--- src/rtl/pbrm_pkg.sv ---
// ----------------------------------------------------------------------------
// pbrm_pkg: shared types, constants and helpers for the PCM buffer ring
// Slot count, status and op codes, the result layout and the ring scan helper
// used by the datapath.
// ----------------------------------------------------------------------------
package pbrm_pkg;

   // Ring size and derived widths
   localparam int NUM_SLOTS = 4;
   localparam int IDX_W     = (NUM_SLOTS > 1) ? $clog2(NUM_SLOTS) : 1;
   localparam int STEP_W    = IDX_W + 1;
   localparam int SUM_W     = IDX_W + 2;
   localparam int CNT_W     = $clog2(NUM_SLOTS + 1);
   localparam logic [IDX_W-1:0] LAST_SLOT = IDX_W'(NUM_SLOTS - 1);

   // Fixed field widths
   localparam int OP_W    = 3;
   localparam int SLOT_W  = 2;
   localparam int LEN_W   = 16;
   localparam int NUM_W   = 3;
   localparam int TOTAL_W = 32;
   localparam int REQ_W   = 24;
   localparam int RSP_W   = 96;

   // Op codes
   localparam logic [OP_W-1:0] OP_RESERVE = 3'd0;
   localparam logic [OP_W-1:0] OP_PUBLISH = 3'd1;
   localparam logic [OP_W-1:0] OP_RELEASE = 3'd2;
   localparam logic [OP_W-1:0] OP_DONE    = 3'd3;
   localparam logic [OP_W-1:0] OP_KICK    = 3'd4;
   localparam logic [OP_W-1:0] OP_TAKE    = 3'd5;
   localparam logic [OP_W-1:0] OP_CLEAR   = 3'd6;

   // Slot status codes
   localparam logic [1:0] ST_EMPTY   = 2'd0;
   localparam logic [1:0] ST_FILLING = 2'd1;
   localparam logic [1:0] ST_READY   = 2'd2;
   localparam logic [1:0] ST_PLAYING = 2'd3;

   // Controller to datapath commands
   typedef struct packed {
      logic load;     // latch the accepted request beat
      logic commit;   // execute the latched op and register the result
   } cmd_type;

   // Result beat, last member in the lowest bits
   typedef struct packed {
      logic [TOTAL_W-1:0] underflow_total;
      logic [TOTAL_W-1:0] done_total;
      logic               drained;
      logic [NUM_W-1:0]   ready_slots;
      logic [NUM_W-1:0]   buffered;
      logic               busy_res;
      logic [LEN_W-1:0]   start_len;
      logic               started;
      logic [SLOT_W-1:0]  slot;
      logic               ok;
   } result_type;

   typedef struct packed {
      logic             hit;
      logic [IDX_W-1:0] idx;
   } pick_type;

   // Add a step of at most NUM_SLOTS to a slot index, modulo the ring size
   function automatic logic [IDX_W-1:0] wrap_add(input logic [IDX_W-1:0] a,
                                                 input logic [STEP_W-1:0] n);
      logic [SUM_W-1:0] sum;
      sum = {2'b00, a} + {1'b0, n};
      if (sum >= SUM_W'(NUM_SLOTS)) begin
         sum = sum - SUM_W'(NUM_SLOTS);
      end
      return sum[IDX_W-1:0];
   endfunction

   // First set bit of mask, scanning from the slot after 'from' around the ring
   function automatic pick_type find_after(input logic [NUM_SLOTS-1:0] mask,
                                           input logic [IDX_W-1:0]     from);
      pick_type         r;
      logic [IDX_W-1:0] i;
      r.hit = 1'b0;
      r.idx = '0;
      for (int n = NUM_SLOTS; n >= 1; n--) begin
         i = wrap_add(from, STEP_W'(n));
         if (mask[i]) begin
            r.hit = 1'b1;
            r.idx = i;
         end
      end
      return r;
   endfunction

endpackage

--- src/rtl/pcm_buffer_ring_manager.sv ---
// ----------------------------------------------------------------------------
// pcm_buffer_ring_manager: bookkeeping for a ring of PCM output buffers
// Top level joining the request sequencer and the slot datapath.
// ----------------------------------------------------------------------------
// Usage:
//   Send one request beat per event on the req_ stream: the op code on
//   req_tuser, the slot index, sample count, playing and stream-done flags on
//   req_tdata. Each request yields exactly one result beat on the rsp_ stream
//   with reserve/start information, ring occupancy and the event counters.
//   An accepted beat is latched, then executed once the result register is
//   free; its result is registered and valid from then on. The whole op,
//   including the ring scans over all slots, runs in the execute step;
//   requests are handled one at a time.
//   While rsp_tready is low the result is held; one further request may be
//   accepted and waits in the execute state until the result register frees.
//   Reset (synchronous, active high) empties all slots, zeroes lengths and
//   counters, sets output idle with active slot zero and drops rsp_tvalid.
// ----------------------------------------------------------------------------
module pcm_buffer_ring_manager (
   input  logic                         clock,
   input  logic                         reset,
   input  logic                         req_tvalid,
   output logic                         req_tready,
   // [1:0] slot_idx, [17:2] sample_count, [18] playing, [19] stream_done
   input  logic [pbrm_pkg::REQ_W-1:0]   req_tdata,
   // [2:0] op
   input  logic [pbrm_pkg::OP_W-1:0]    req_tuser,
   output logic                         rsp_tvalid,
   input  logic                         rsp_tready,
   // [0] ok, [2:1] slot, [3] started, [19:4] start_len, [20] busy_res,
   // [23:21] buffered, [26:24] ready_slots, [27] drained,
   // [59:28] done_total, [91:60] underflow_total
   output logic [pbrm_pkg::RSP_W-1:0]   rsp_tdata
);
   import pbrm_pkg::*;

   cmd_type cmd;

   pbrm_ctrl u_ctrl (
      .clock      (clock),
      .reset      (reset),
      .req_tvalid (req_tvalid),
      .req_tready (req_tready),
      .rsp_tvalid (rsp_tvalid),
      .rsp_tready (rsp_tready),
      .cmd        (cmd)
   );

   pbrm_dp u_dp (
      .clock     (clock),
      .reset     (reset),
      .cmd       (cmd),
      .req_tdata (req_tdata),
      .req_tuser (req_tuser),
      .rsp_tdata (rsp_tdata)
   );

endmodule

--- src/rtl/pbrm_ctrl.sv ---
// ----------------------------------------------------------------------------
// pbrm_ctrl: request sequencer for the PCM buffer ring
// Accepts one request beat, runs it through the datapath once the result
// register is free, and owns the result valid flag.
// ----------------------------------------------------------------------------
module pbrm_ctrl (
   input  logic                 clock,
   input  logic                 reset,
   input  logic                 req_tvalid,
   output logic                 req_tready,
   output logic                 rsp_tvalid,
   input  logic                 rsp_tready,
   output pbrm_pkg::cmd_type    cmd
);
   import pbrm_pkg::*;

   typedef enum logic [1:0] {
      S_IDLE = 2'b01,
      S_EXEC = 2'b10
   } state_type;

   state_type state_ff, state_in;
   logic      valid_ff, valid_in;
   logic      out_free;

   assign req_tready = (state_ff == S_IDLE);
   assign rsp_tvalid = valid_ff;
   assign out_free   = !valid_ff || rsp_tready;

   // Sequence: wait for a beat, then execute when the result slot frees up
   always_comb begin
      state_in   = state_ff;
      valid_in   = valid_ff;
      cmd.load   = 1'b0;
      cmd.commit = 1'b0;
      if (valid_ff && rsp_tready) begin
         valid_in = 1'b0;
      end
      case (state_ff)
         S_IDLE: begin
            if (req_tvalid) begin
               cmd.load = 1'b1;
               state_in = S_EXEC;
            end
         end
         S_EXEC: begin
            if (out_free) begin
               cmd.commit = 1'b1;
               valid_in   = 1'b1;
               state_in   = S_IDLE;
            end
         end
         default: begin
            state_in = S_IDLE;
         end
      endcase
   end

   always_ff @(posedge clock) begin
      if (reset) begin
         state_ff <= S_IDLE;
         valid_ff <= 1'b0;
      end else begin
         state_ff <= state_in;
         valid_ff <= valid_in;
      end
   end

endmodule

--- src/rtl/pbrm_dp.sv ---
// ----------------------------------------------------------------------------
// pbrm_dp: slot table, ring scans, counters and result register
// Holds the per-slot status and length, the active slot, the output idle flag
// and the two event counters; executes one latched op per commit.
// ----------------------------------------------------------------------------
module pbrm_dp (
   input  logic                         clock,
   input  logic                         reset,
   input  pbrm_pkg::cmd_type            cmd,
   input  logic [pbrm_pkg::REQ_W-1:0]   req_tdata,
   input  logic [pbrm_pkg::OP_W-1:0]    req_tuser,
   output logic [pbrm_pkg::RSP_W-1:0]   rsp_tdata
);
   import pbrm_pkg::*;

   // Latched request
   logic [OP_W-1:0]   op_ff;
   logic [SLOT_W-1:0] bidx_ff;
   logic [LEN_W-1:0]  scount_ff;
   logic              playing_ff;
   logic              sdone_ff;

   // Ring state
   logic [NUM_SLOTS-1:0][1:0]       status_ff, status_in;
   logic [NUM_SLOTS-1:0][LEN_W-1:0] length_ff, length_in;
   logic [IDX_W-1:0]                active_ff, active_in;
   logic                            idle_ff, idle_in;
   logic [TOTAL_W-1:0]              done_ff, done_in;
   logic [TOTAL_W-1:0]              under_ff, under_in;

   result_type result_ff, result_in;

   // Scan inputs
   logic [NUM_SLOTS-1:0] empty_mask;
   logic [NUM_SLOTS-1:0] ready_mask;
   logic [NUM_SLOTS-1:0] chain_mask;
   logic [IDX_W-1:0]     res_from;
   logic [IDX_W-1:0]     sel_idx;
   logic                 idx_ok;
   pick_type             res_pick;
   pick_type             kick_pick;
   pick_type             chain_pick;
   logic [CNT_W-1:0]     n_buffered;
   logic [CNT_W-1:0]     n_ready;

   // Build slot masks from the current table
   always_comb begin
      for (int k = 0; k < NUM_SLOTS; k++) begin
         empty_mask[k] = (status_ff[k] == ST_EMPTY);
         ready_mask[k] = (status_ff[k] == ST_READY) && (length_ff[k] != '0);
         chain_mask[k] = ready_mask[k] && (IDX_W'(k) != active_ff);
      end
   end

   // Reserve scans from slot zero when idle, else from the slot after active
   assign res_from   = idle_ff ? LAST_SLOT : active_ff;
   assign res_pick   = find_after(empty_mask, res_from);
   assign kick_pick  = find_after(ready_mask, active_ff);
   assign chain_pick = find_after(chain_mask, active_ff);
   assign idx_ok     = (int'(bidx_ff) < NUM_SLOTS);
   assign sel_idx    = IDX_W'(bidx_ff);

   // Execute the latched op
   always_comb begin
      status_in  = status_ff;
      length_in  = length_ff;
      active_in  = active_ff;
      idle_in    = idle_ff;
      done_in    = done_ff;
      under_in   = under_ff;
      result_in  = '0;
      n_buffered = '0;
      n_ready    = '0;
      case (op_ff)
         OP_RESERVE: begin
            if (res_pick.hit) begin
               status_in[res_pick.idx] = ST_FILLING;
               result_in.ok            = 1'b1;
               result_in.slot          = SLOT_W'(res_pick.idx);
            end
         end
         OP_PUBLISH: begin
            if (idx_ok && status_ff[sel_idx] == ST_FILLING) begin
               length_in[sel_idx] = scount_ff;
               status_in[sel_idx] = (scount_ff != '0) ? ST_READY : ST_EMPTY;
            end
         end
         OP_RELEASE: begin
            if (idx_ok && status_ff[sel_idx] != ST_PLAYING) begin
               length_in[sel_idx] = '0;
               status_in[sel_idx] = ST_EMPTY;
            end
         end
         OP_DONE: begin
            if (!idle_ff) begin
               done_in              = done_ff + TOTAL_W'(1);
               length_in[active_ff] = '0;
               status_in[active_ff] = ST_EMPTY;
               if (playing_ff && chain_pick.hit) begin
                  // chain straight into the next ready slot
                  status_in[chain_pick.idx] = ST_PLAYING;
                  active_in                 = chain_pick.idx;
                  result_in.slot            = SLOT_W'(chain_pick.idx);
                  result_in.started         = 1'b1;
                  result_in.start_len       = length_ff[chain_pick.idx];
               end else begin
                  active_in = wrap_add(active_ff, STEP_W'(1));
                  idle_in   = 1'b1;
                  if (playing_ff && !sdone_ff) begin
                     under_in = under_ff + TOTAL_W'(1);
                  end
               end
            end
         end
         OP_KICK: begin
            if (idle_ff && playing_ff && kick_pick.hit) begin
               status_in[kick_pick.idx] = ST_PLAYING;
               active_in                = kick_pick.idx;
               idle_in                  = 1'b0;
               result_in.slot           = SLOT_W'(kick_pick.idx);
               result_in.started        = 1'b1;
               result_in.start_len      = length_ff[kick_pick.idx];
            end
         end
         OP_CLEAR: begin
            status_in = '0;
            length_in = '0;
            idle_in   = 1'b1;
            active_in = '0;
         end
         default: begin
         end
      endcase

      // report counters before a take clears them
      result_in.done_total      = done_in;
      result_in.underflow_total = under_in;
      if (op_ff == OP_TAKE) begin
         done_in  = '0;
         under_in = '0;
      end

      // tally the updated table
      for (int k = 0; k < NUM_SLOTS; k++) begin
         if (status_in[k] != ST_EMPTY) begin
            n_buffered = n_buffered + CNT_W'(1);
         end
         if (status_in[k] == ST_READY) begin
            n_ready = n_ready + CNT_W'(1);
         end
      end
      result_in.busy_res    = !idle_in;
      result_in.buffered    = NUM_W'(n_buffered);
      result_in.ready_slots = NUM_W'(n_ready);
      result_in.drained     = idle_in && (n_ready == '0) && sdone_ff;
   end

   // Latch the request beat
   always_ff @(posedge clock) begin
      if (cmd.load) begin
         op_ff      <= req_tuser;
         bidx_ff    <= req_tdata[1:0];
         scount_ff  <= req_tdata[17:2];
         playing_ff <= req_tdata[18];
         sdone_ff   <= req_tdata[19];
      end
   end

   // Update ring state on commit
   always_ff @(posedge clock) begin
      if (reset) begin
         status_ff <= '0;
         length_ff <= '0;
         active_ff <= '0;
         idle_ff   <= 1'b1;
         done_ff   <= '0;
         under_ff  <= '0;
      end else if (cmd.commit) begin
         status_ff <= status_in;
         length_ff <= length_in;
         active_ff <= active_in;
         idle_ff   <= idle_in;
         done_ff   <= done_in;
         under_ff  <= under_in;
      end
   end

   // Hold the result beat until the next commit
   always_ff @(posedge clock) begin
      if (cmd.commit) begin
         result_ff <= result_in;
      end
   end

   assign rsp_tdata = {{(RSP_W - $bits(result_type)){1'b0}}, result_ff};

endmodule

--- config.mk ---
export PLATFORM = sky130hd
export DESIGN_NAME = pcm_buffer_ring_manager
export DESIGN_NICKNAME = d
export VERILOG_FILES = /design/src/rtl/pbrm_pkg.sv /design/src/rtl/pcm_buffer_ring_manager.sv /design/src/rtl/pbrm_ctrl.sv /design/src/rtl/pbrm_dp.sv
export SDC_FILE = /design/constraint.sdc
export NUM_CORES = 1
export LEC_CHECK = 0
export BUFFER_PORTS_ARGS = -buffer_cell sky130_fd_sc_hd__buf_2
export CAP_MARGIN = 20
export CORE_ASPECT_RATIO = 1.2
export CORE_MARGIN = 10
export CORE_UTILIZATION = 58
export CTS_CLUSTER_DIAMETER = 40
export DETAILED_ROUTE_END_ITERATION = 10
export PLACE_DENSITY = 0.78
export SYNTH_ARGS = -nofsm -noshare
export SYNTH_HDL_FRONTEND = slang
export SYNTH_HIERARCHICAL = 1
export SYNTH_SLANG_ARGS = --single-unit
--- constraint.sdc ---
create_clock -name clock -period 9.15 [get_ports clock]
set_clock_uncertainty 0.2 [all_clocks]
set_input_delay 0.915 -clock clock [delete_from_list [all_inputs] [get_ports clock]]
set_output_delay 0.915 -clock clock [all_outputs]
set_load 0.02 [all_outputs]
==> impl_metrics.tcl <==
set metrics [dict create \
    status "finished, final reports clean" \
    drt_iter0_drc 885 \
    rows 60 \
    syn_to_final_growth_pct 13.86 \
    rsz0062_at_grt "false" \
    clk_path_buf_depth 3 \
    ys_types 94 \
    cts-root-buf "clkbuf_16" \
    power.density_nw_per_um2 171.9 \
    syn_inst 1349 \
    critPathLaunchType "flip-flop" \
    period_share_pct 71.78 \
    worst_pin_slew_ps 1117 \
    initial_core_util_pct 58.84 \
    whs_ps 320.4 \
    hold_violations 0 \
    holdPathStages 2 \
    crit_cells 20 \
    cts_tree "yes" \
    yosysWarningCount 6 \
    ctsResizeCount 0 \
    worstHoldPathType "flip-flop to flip-flop" \
    htreeDepth 1 \
    cts_sinks 257 \
    yosys-top-cells-area "edfxtp_1 (26%), dfxtp_1 (22%), a22oi_1 (6.2%)" \
    final_antenna_net_count 0 \
    netlist_area_um2 13160 \
    leakagePower_nw 5.930 \
    max-vdd-ir-drop_mv 0.1707 \
    yosys.area.top_type "edfxtp_1" \
    synth_area_per_cell_um2 9.758 \
    io_buffers 120 \
    worstSetupEndpointType "flip-flop" \
    synth-seq-cells 257 \
    dr.pass1.iters 5 \
    setup_viol 0 \
    fmax_ghz 0.1522 \
    finalMaxSlewViolations 0 \
    async_reset_ff_share_pct 0 \
    nets 1473 \
    path_class "flip-flop to flip-flop" \
    die_w_um 157.5 \
    rr_worst_depth 20 \
    crit_family "simple AND/OR/NAND/NOR gates" \
    wirelength_um 34130 \
    viasPerCell 6.369 \
    grt_max_degree 97 \
    slowest_delay_ps 700 \
    vias 11040 \
    synth_edf_count 115 \
    num-fill-cells 1833 \
    cp_max_fo 17 \
    crit_required_ps 9340 \
    drive_gt1_share_pct 17.26 \
    grtUsageTotal_pct 22.73 \
    post_cts_buffers 0 \
    globalplace.congestion 0.9538 \
    ys.flop_type "dfxtp_1" \
    crit_path_top_delay_cell "dfxtp_1" \
    cts_buffers 31 \
    drt_drc_violations_left 0 \
    crit_buf_inv 3 \
    core_area_um2 22370 \
    yosysSeqAreaShare_pct 47.83 \
    hold_buffers 0 \
    fin_tns_setup_ps 0 \
    insertion_delay_ps 560 \
    die_h_um 185.0 \
    layout_min_cycle_time_ps 6568 \
    ys_top_cells_by_count "nor2_1 (195), dfxtp_1 (142), edfxtp_1 (115)" \
    antenna_found_initial 1 \
    dieArea_um2 29150 \
    grt_overflow 0 \
    grt_pass1_wl_um 54630 \
    yosysMostFrequentCell "nor2_1" \
    dp_hpwl_um 22640 \
    maxSlewHeadroom_pct 25.53 \
    clk_pin_slew_ps 60 \
    grt_pass1_vias 10550 \
    path_cells "inv_1 -> ha_1 -> or3b_1 -> a41oi_2 -> a21o_1 -> or4b_4 -> and3_1 -> o41ai_2 -> a21oi_1 -> a21oi_2 -> nand2b_1 -> ha_1 -> inv_1 -> or3_1 -> and2_1 -> ha_1 -> inv_1 -> a211oi_1 -> a311o_1 -> a211oi_2" \
    netlist.area_leader.share_pct 26.23 \
    cap_violations 0 \
    io_pins 129 \
    critical_path_arrival_ps 6750 \
    post_drt_wl_per_cell_um 19.68 \
]
-- final timing paths --
kind / slack (ps) / end / start
worst max-delay path: 2580 / u_dp/rsp_tdata[27]$_DFFE_PP_ / u_dp/active_ff[1]$_SDFFE_PP0P_
worst min-delay path: 320 / u_ctrl/rsp_tvalid$_SDFF_PP0_ / u_ctrl/rsp_tvalid$_SDFF_PP0_
worst max register to register: 2580 / u_dp/rsp_tdata[27]$_DFFE_PP_ / u_dp/active_ff[1]$_SDFFE_PP0P_
worst min register to register: 320 / u_ctrl/rsp_tvalid$_SDFF_PP0_ / u_ctrl/rsp_tvalid$_SDFF_PP0_
-- where the power goes --
part	total, mW	leakage (nW)	switching, mW	internal (mW)
clock network	1.28	0.526	0.490	0.786
logic	0.0754	3.02	0.0519	0.0235
registers	1.22	2.38	0.0196	1.21
total	2.58	5.93	0.562	2.02
-- kinds of logic (layout without fill, tap and decap cells) --
kind of cell	Yosys count	in the layout	share of synthesized area [%]
AO/OA/AOI/OAI	321	321	17.78
XOR/XNOR	68	68	4.524
adder cells (fa/ha/maj)	13	13	1.217
buffers and inverters	111	213	3.574
flip-flops	257	257	47.83
multiplexers	77	77	6.216
other	1	5	0.02849
AND/OR/NAND/NOR	501	501	18.83
-- worst register-to-register path, stage by stage, from the launching register on --
cell and delay (ps):
dfxtp_1 700, inv_1 300, ha_1 320, or3b_1 380
a41oi_2 250, a21o_1 460, or4b_4 550, and3_1 530
o41ai_2 420, a21oi_1 150, a21oi_2 250, nand2b_1 140
ha_1 150, inv_1 30, or3_1 400, and2_1 200
ha_1 310, inv_1 60, a211oi_1 50, a311o_1 370
a211oi_2 170
-- cell type report --
class | instances | area (um^2) | share of cell area (%)
Clock inverter | 20 | 271.5 | 1.812
Inverter | 22 | 82.58 | 0.5510
Clock buffer | 37 | 818.3 | 5.460
Antenna cell | 1 | 2.502 | 0.01670
Tap cell | 279 | 349.1 | 2.329
Multi-Input combinational cell | 984 | 6460 | 43.10
Timing Repair Buffer | 134 | 708.2 | 4.725
Sequential cell | 257 | 6296 | 42.01
-- layer usage --
metal  global-route usage [%]  vias up  routed length [um]
li1                         -     5166                   -
met1                    27.27     5335               13620
met2                    40.04      446               17050
met3                    3.133       97                2270
met4                    9.139        0                1182
met5                        0        -                   0
-- metrics by stage --
stage / util (%) / cell area (um^2) / setup slack (ps) / cells / power, mW
final: 67.00 / 14990 / 2582 / 1734 / 2.577
after global routing: 67.00 / 14990 / 2331 / 1734 / 2.652
after CTS: 66.99 / 14990 / 2744 / 1733 / 2.593
after detailed placement: 62.11 / 13900 / 2779 / 1676 / 1.323
after global placement: 62.11 / 13900 / 2878 / 1676 / 1.321
after floorplan: - / 13180 / 1247 / 1352 / 1.296
-- cell usage in the layout, fill, tap and decap left out, drive strengths merged, types with 18 or more instances in the layout --
master,instances
nor2,195
dfxtp,142
buf,134
edfxtp,115
nand2,110
a22oi,108
mux2i,57
o21ai,56
a21oi,51
xnor2,39
clkbuf,37
nor3,32
nor4,30
xor2,29
nand3,29
inv,25
and3,22
nand2b,20
mux2,18
No activity file was read; power rests on OpenSTA's default activity.
